===== config.mk =====
export PLATFORM = sky130hd
export DESIGN_NAME = bounded_divisor_pair_count_core
export DESIGN_NICKNAME = d
export VERILOG_FILES = /design/src/design/bdpc_pkg.sv /design/src/design/bdpc_div.sv /design/src/design/bounded_divisor_pair_count_core.sv
export SDC_FILE = /design/constraint.sdc
export NUM_CORES = 1
export LEC_CHECK = 0
export BUFFER_PORTS_ARGS = -buffer_cell sky130_fd_sc_hd__buf_2
export CORE_UTILIZATION = 40
export CTS_CLUSTER_DIAMETER = 100
export DETAILED_ROUTE_END_ITERATION = 10
export GPL_TIMING_DRIVEN = 1
export MAX_ROUTING_LAYER = met4
export PLACE_DENSITY = 0.54
export SYNTH_ARGS = -nofsm -noshare
export SYNTH_HDL_FRONTEND = slang
export SYNTH_SLANG_ARGS = --single-unit

===== constraint.sdc =====
create_clock -name clk -period 5.1 [get_ports clk]
set_input_delay 1.02 -clock clk [delete_from_list [all_inputs] [get_ports clk]]
set_output_delay 1.02 -clock clk [all_outputs]
set_load 0.1 [all_outputs]

===== src/design/bdpc_pkg.sv =====
`default_nettype none

package bdpc_pkg;

  localparam int unsigned DEF_VALUE_WIDTH = 40;
  localparam int unsigned COUNT_WIDTH     = 12;
  localparam logic [COUNT_WIDTH-1:0] COUNT_MAX = {COUNT_WIDTH{1'b1}};

endpackage

`default_nettype wire


===== src/design/bdpc_div.sv =====
`default_nettype none

module bdpc_div #(
  parameter int unsigned W = bdpc_pkg::DEF_VALUE_WIDTH
) (
  input  wire logic         clk,
  input  wire logic         rst_n,
  input  wire logic         start,
  input  wire logic [W-1:0] dividend,
  input  wire logic [W-1:0] divisor,
  output logic              done,
  output logic [W-1:0]      quotient,
  output logic [W-1:0]      remainder
);
  import bdpc_pkg::*;

  localparam int unsigned SW = $clog2(W);
  localparam logic [SW-1:0] LAST_STEP = SW'(W - 1);

  logic [W-1:0]  rem_r;
  logic [W-1:0]  quo_r;
  logic [W-1:0]  dsr_r;
  logic [SW-1:0] step_r;
  logic          busy_r;
  logic          done_r;

  logic [W:0]    shifted;
  logic [W:0]    diff;
  logic          ge;
  logic [W-1:0]  rem_step;

  // one restoring step: shift in the next dividend bit, subtract if it fits
  always_comb begin
    shifted  = {rem_r, quo_r[W-1]};
    ge       = (shifted >= {1'b0, dsr_r});
    diff     = shifted - {1'b0, dsr_r};
    rem_step = ge ? diff[W-1:0] : shifted[W-1:0];
  end

  always_ff @(posedge clk) begin
    if (!rst_n) begin
      busy_r <= 1'b0;
      done_r <= 1'b0;
      step_r <= '0;
    end else begin
      done_r <= 1'b0;
      if (start) begin
        busy_r <= 1'b1;
        step_r <= '0;
      end else if (busy_r) begin
        step_r <= step_r + 1'b1;
        if (step_r == LAST_STEP) begin
          busy_r <= 1'b0;
          done_r <= 1'b1;
        end
      end
    end
  end

  always_ff @(posedge clk) begin
    if (start) begin
      rem_r <= '0;
      quo_r <= dividend;
      dsr_r <= divisor;
    end else if (busy_r) begin
      rem_r <= rem_step;
      quo_r <= {quo_r[W-2:0], ge};
    end
  end

  assign done      = done_r;
  assign quotient  = quo_r;
  assign remainder = rem_r;

endmodule

`default_nettype wire


===== src/design/bounded_divisor_pair_count_core.sv =====
`default_nettype none
// out_valid rises after the walk over candidates d >= max(lower_bound, 1) with d*d < value;
//   the walk ends at the first d with d*d >= value.
// Each candidate takes one restoring division on the shared divider, one bit a cycle.
// Flow: one item at a time; in_stall stays high until the result beat is taken.
// Reset: synchronous, active low; clears the sequencer, divider control and out_valid.

module bounded_divisor_pair_count_core #(
  parameter int unsigned VALUE_WIDTH = bdpc_pkg::DEF_VALUE_WIDTH
) (
  input  wire logic                               clk,
  input  wire logic                               rst_n,
  input  wire logic                               in_valid,
  output logic                                    in_stall,
  input  wire logic [VALUE_WIDTH-1:0]             in_value,
  input  wire logic [VALUE_WIDTH-1:0]             in_lower_bound,
  output logic                                    out_valid,
  input  wire logic                               out_stall,
  output logic [bdpc_pkg::COUNT_WIDTH-1:0]        out_pair_count
);
  import bdpc_pkg::*;

  localparam int unsigned W = VALUE_WIDTH;

  typedef enum logic [1:0] {
    S_IDLE,
    S_DIV,
    S_OUT
  } state_t;

  state_t                 state_r, state_nxt;
  logic [W-1:0]           n_r, n_nxt;
  logic [W-1:0]           d_r, d_nxt;
  logic [COUNT_WIDTH-1:0] cnt_r, cnt_nxt;
  logic                   start_r, start_nxt;
  logic                   out_valid_r, out_valid_nxt;

  logic                   div_done;
  logic [W-1:0]           div_quo;
  logic [W-1:0]           div_rem;
  logic                   in_take;
  logic                   below_root;

  bdpc_div #(
    .W (W)
  ) u_div (
    .clk       (clk),
    .rst_n     (rst_n),
    .start     (start_r),
    .dividend  (n_r),
    .divisor   (d_r),
    .done      (div_done),
    .quotient  (div_quo),
    .remainder (div_rem)
  );

  assign in_take = in_valid && (state_r == S_IDLE);

  // d*d < n exactly when d is below n/d
  assign below_root = (d_r < div_quo) || ((d_r == div_quo) && (div_rem != '0));

  always_comb begin
    state_nxt     = state_r;
    n_nxt         = n_r;
    d_nxt         = d_r;
    cnt_nxt       = cnt_r;
    start_nxt     = 1'b0;
    out_valid_nxt = out_valid_r;
    case (state_r)
      S_IDLE: begin
        if (in_take) begin
          n_nxt     = in_value;
          d_nxt     = (in_lower_bound == '0) ? W'(1) : in_lower_bound;
          cnt_nxt   = '0;
          start_nxt = 1'b1;
          state_nxt = S_DIV;
        end
      end
      S_DIV: begin
        if (div_done) begin
          if (below_root) begin
            if ((div_rem == '0) && (cnt_r != COUNT_MAX)) begin
              cnt_nxt = cnt_r + 1'b1;
            end
            d_nxt     = d_r + 1'b1;
            start_nxt = 1'b1;
          end else begin
            out_valid_nxt = 1'b1;
            state_nxt     = S_OUT;
          end
        end
      end
      S_OUT: begin
        if (!out_stall) begin
          out_valid_nxt = 1'b0;
          state_nxt     = S_IDLE;
        end
      end
      default: begin
        state_nxt     = S_IDLE;
        out_valid_nxt = 1'b0;
      end
    endcase
  end

  always_ff @(posedge clk) begin
    if (!rst_n) begin
      state_r     <= S_IDLE;
      start_r     <= 1'b0;
      out_valid_r <= 1'b0;
    end else begin
      state_r     <= state_nxt;
      start_r     <= start_nxt;
      out_valid_r <= out_valid_nxt;
    end
  end

  always_ff @(posedge clk) begin
    n_r   <= n_nxt;
    d_r   <= d_nxt;
    cnt_r <= cnt_nxt;
  end

  assign in_stall       = (state_r != S_IDLE);
  assign out_valid      = out_valid_r;
  assign out_pair_count = cnt_r;

  a_out_blocks_in: assert property (@(posedge clk) disable iff (!rst_n)
    out_valid |-> in_stall)
    else $error("result beat pending while input is open");

  a_take_starts_div: assert property (@(posedge clk) disable iff (!rst_n)
    (in_valid && !in_stall) |=> start_r)
    else $error("accepted beat did not start the divider");

  a_done_in_div: assert property (@(posedge clk) disable iff (!rst_n)
    div_done |-> (state_r == S_DIV))
    else $error("divider finished outside the division state");

  a_count_holds: assert property (@(posedge clk) disable iff (!rst_n)
    (state_r == S_DIV && $past(state_r) == S_DIV) |-> (cnt_r >= $past(cnt_r)))
    else $error("pair count fell during an item");

endmodule

`default_nettype wire

## Word-level counts from Yosys, hierarchy flattened

Cells that the tools add are included.
W data, S select, Z words.

- Bits in read-only memories: 0
- Logic and storage cells: 80
- Memories: 0
- Output and inout bits: 14
- Latch bits: 0
- Input port bits: 84
- Memory bits (writable): 0
- Register bits: 224

- Div/mod/pow operators: 0
- Shifts and indexed selects: 0
- Bitwise gates (word level): 3
- Mux-type cells: 30
- $lt $le $gt $ge: 2
- Add/sub/neg operators: 4
- Eq/ne operators: 11
- Multipliers: 0
- Reductions and logical operators: 18

Operator list:

| operator | count |
|---|---|
| $mux W40 | 7 |
| $logic_not A40 Y1 | 2 |
| $pmux W40 S2 | 1 |
| $mux W12 | 4 |
| $ge A41 B40 Y1 | 1 |
| $add A40 B1 Y40 const B | 1 |
| $eq A40 B40 Y1 | 1 |
| $lt A40 B40 Y1 | 1 |
| $reduce_bool A40 Y1 | 1 |
| $sub A40 B40 Y40 | 1 |
| $pmux W12 S2 | 1 |
| $add A12 B1 Y12 const B | 1 |
| $ne A12 B12 Y1 const B | 1 |
| $reduce_and A4 Y1 | 3 |
| $mux W1 | 10 |
| $ne A2 B2 Y1 const B | 5 |
| $mux W2 | 4 |
| $add A6 B1 Y6 const B | 1 |
| $eq A6 B6 Y1 const B | 1 |
| $pmux W2 S3 | 1 |
| $reduce_bool A2 Y1 | 3 |
| $reduce_and A5 Y1 | 1 |
| $logic_and A1 B1 Y1 | 3 |
| $not A1 Y1 | 3 |
| 10 further kinds | 10 |

## Longest topological paths before layout

- Depth in word-level cells: 6
- Gate-level depth with buffers: 13

## Hierarchy

A second synthesis with hierarchy kept.

- Cells, all modules: 1260
- Area, all modules: 12894.9 um2

By module, submodules not included:

| module | area each (um2) | cells an instance | times used | seq. area each (um2) |
|---|---|---|---|---|
| bdpc_div | 7407.1 | 731 | 1 | 3363.2 |
| bounded_divisor_pair_count_core | 5487.8 | 529 | 1 | 2842.7 |

## Worst setup path after synthesis

OpenSTA, ideal clock, no wires.

- Path type: register to register
- Start point: register d_r[13]
- End point: register d_r[0], enable pin
- Path slack: 1736 ps
- Arrival: 2966 ps
- Stages on the path, launching flop included: 11
- Buffers on the path: 0
- Required time: 4702 ps
- Cells stage by stage: edfxtp_1 > ha_1 > a21o_1 > a21o_1 > a21o_1 > a21oi_1 > o21a_1 > o211ai_1 > a211oi_1 > o211ai_1 > nand2_1

- Cells in the longest elaborated chain, start to end: 5
- Elaborated cells between the ends (all ways): 6
- Classes of those cells: order compare (1); eq/ne (2); reduce/logical (3)

RTL lines:

| element | RTL line | source |
|---|---|---|
| from (decl) | bounded_divisor_pair_count_core.sv:33 | `logic [W-1:0] d_r, d_nxt;` |
| from (signal assigned) | bounded_divisor_pair_count_core.sv:120 | `d_r <= d_nxt;` |
| parallel branches: the longest is 2 deep, another holds $lt A40 B40 Y1 | -- |  |
| $logic_or A1 B1 Y1 (*) | bounded_divisor_pair_count_core.sv:60 | `assign below_root = (d_r < div_quo) \|\| ((d_r == div_quo) && (div_rem != '0));` |
| $ne A2 B2 Y1 (no line) (*) | -- |  |
| $reduce_and A4 Y1 (no line) (*) | -- |  |

Every way passes the cells marked *.
A chain may end at the register's enable or synchronous reset.

## Final worst setup path

- Start point: register d_r[25]
- End point: register d_r[21], enable pin

Same word-level chain as after synthesis.

==> impl_metrics.ini <==
[run_status]
outcome = complete, no violations

[synthesis]
synth.cells.most_frequent = edfxtp_1, nand2_1, o21ai_0
yosysTopAreaCell = edfxtp_1
synth_top_flop_cell = edfxtp_1
synth_nets = 1463
async_reset_ff_frac = 0
synth_edf_count = 172
post_synth_main_area_contributors = edfxtp_1, dfxtp_1, ha_1
netlist_area_um2 = 12800
ys_types = 63
synth-seq-cells = 224
synth.yosys.seq_area_share = 0.486
syn_area_per_cell_um2 = 9.86
syn_inst = 1295
yosys.cell_count.top_type = edfxtp_1
yosysWarnings = 0
yosysTopAreaCellShare = 0.405

[clocking]
hold_buffers = 0
post_cts_buffers = 0
cts_sinks = 224
numCtsBuffers = 27
cts_root_buf = clkbuf_16
cts_resized = 0
clkSlewWorstSetupHoldPaths_ps = 60
insertion_delay_ps = 530
cts.path.max_buffers = 3
htree_levels = 1
cts_tree = yes

[die]
ios = 98
die_x_um = 181
dieHeight_um = 181
die_area_um2 = 32600
start_util = 0.406
std_cell_rows = 65
core_area_um2 = 31500

[layout]
fin_nets = 1553
n_fill_cell = 3033
area_growth_pct = 13.8
stdcell_count = 1806
final_core_util = 0.462
antenna_cells = 0
drive_above_1_share = 0.112

[global_routing]
grt_first_pass_wirelength_mm = 49.9
met3_usage = 0.0238
grtUsageMet1 = 0.270
gr-usage-all-layers = 0.197
grt_pass1_vias = 9321
grt_max_degree = 79
gr-total-overflow = 0
top_usage_layer = met2
grtUsageMet2 = 0.309
antenna_found_initial = 0

[sta]
slew_headroom = 0.389
clock_skew_ps = 16.5
rsz0062_at_grt = false
tightest_slew_ps = 909
clock.fmax_ghz = 0.279
drv_slew = 0
hold_violations = 0
finalSetupTns_ps = 0
fin_crit_ps = 3590
holdWs_ps = 502
setup_violations = 0
period_share = 0.703

[placement]
dpl.hpwl_mm = 23.4
io_buffers = 97
gp_congestion = 0.893
dp.cells = 1758

[critical_path]
path_max_fanout = 40
path_class = reg -> reg
worst_setup_path_end_kind = flop
crit_chain = ha_1 -> a21o_1 -> a21o_1 -> a21oi_1 -> nor2_1 -> a211oi_1 -> o32ai_1 -> a211oi_1 -> o211ai_1 -> nand2_1 -> buf_4
critPathSlowestCell = edfxtp_1
arrival_ps = 3740
path_buf_inv = 1
cpLargestDelayFamily = compound AO/OA/AOI/OAI gates
critPathMaxStageDelay_ps = 510
critPathLaunchType = flop
crit_required_ps = 5260

[pwr]
p_leak_nw = 5.86
p_per_area_nw_per_um2 = 436
finalPower_mw = 6.34
irDropWorstVdd_mv = 0.266

[drt]
vias_per_cell = 5.38
drc = 0
wl_mm = 31.3
ant_nets = 0
drt_first_pass_iters = 5
drt_iter0_markers = 686
wl_per_cell_um = 17.3
dr_total_vias = 9716

[worst_hold_path]
hp-class = reg -> reg

[run]
cap_violations = 0
## per-stage QoR
step                      area [um2]  setup slack, ps
final                          14500             1510
after global routing           14500             1230
after CTS                      14500             1500
after detailed placement       13600             1550
after global placement         13600             1540
after floorplan                12800             1740
## final timing paths
kind                         from         endpoint  slack (ps)  depth (start not counted)
hold / removal    u_div.step_r[5]  u_div.step_r[5]         500                          2
setup reg to reg          d_r[25]          d_r[21]        1510                         11
setup / recovery          d_r[25]          d_r[21]        1510                         11
hold reg to reg   u_div.step_r[5]  u_div.step_r[5]         500                          2
## worst min-delay path, delay by kind of cell (launching register included)
| kind | cells | cell delay, ps |
|---|---|---|
| compound gates | 2 | 130 |
| flops | 1 | 320 |
## final cells by class
class / instances / area [um2] / area share
inverters: 106 / 398 / 0.0274
flip-flops and latches: 224 / 6210 / 0.427
repair buffers: 108 / 568 / 0.0391
clock buffers: 35 / 716 / 0.0492
clock inverters: 13 / 170 / 0.0117
well taps: 402 / 503 / 0.0346
multi-input cells: 918 / 5970 / 0.411
## cell usage in the layout, fill, tap and decap left out, types with 3 or more instances in the layout
cell	n
edfxtp_1	172
nand2_1	143
o21ai_0	108
inv_1	106
buf_2	97
nor2_1	96
ha_1	83
a21oi_1	64
dfxtp_1	50
xnor2_1	44
nand3_1	39
a211oi_1	37
xor2_1	35
a21o_1	31
nand4_1	30
mux2i_1	28
clkbuf_16	27
nor4_1	26
and3_1	14
nor3_1	13
buf_4	11
nor2b_1	10
o21bai_1	10
or3_1	9
o21a_1	9
and2_1	8
a31oi_1	8
o21ai_1	8
clkbuf_1	7
o211ai_1	6
a21boi_0	6
nand2b_1	5
and4_1	4
o31ai_1	4
bufinv_16	4
mux2_2	3
o2111ai_1	3
o221ai_1	3
clkinv_1	3
clkinv_2	3
## kinds of logic (layout without fill, tap and decap cells)
logic type               after synthesis  count (layout)  share of synthesized area
adder cells (fa/ha/maj)               84              84                     0.0829
AO/OA/AOI/OAI                        318             318                      0.156
multiplexers                          31              31                     0.0246
flip-flops                           224             224                      0.486
buffers and inverters                153             262                     0.0467
AND/OR/NAND/NOR                      406             406                      0.149
XOR/XNOR                              79              79                     0.0542
## per-layer routing
metal / vias up / part of all wire
met5: - / 0
met1: 4557 / 0.48
met4: 0 / 0.023
li1: 4881 / -
met3: 52 / 0.045
met2: 226 / 0.45
## power by group
part	switching (mW)	leakage [nW]	internal, mW
Sequential	0.221	2.07	2.22
Clock	0.753	0.426	1.19
Combinational	1.15	3.36	0.807
Total	2.13	5.86	4.21
## state kept, by name (all words and copies together), names as in the netlist
register / cells
d_r: 40
n_r: 40
out_pair_count: 12
out_valid: 1
start_r: 1
state_r: 2
u_div.busy_r: 1
u_div.done: 1
u_div.dsr_r: 40
u_div.quotient: 40
u_div.remainder: 40
u_div.step_r: 6
Note: power is estimated with default switching activity, not from simulation.
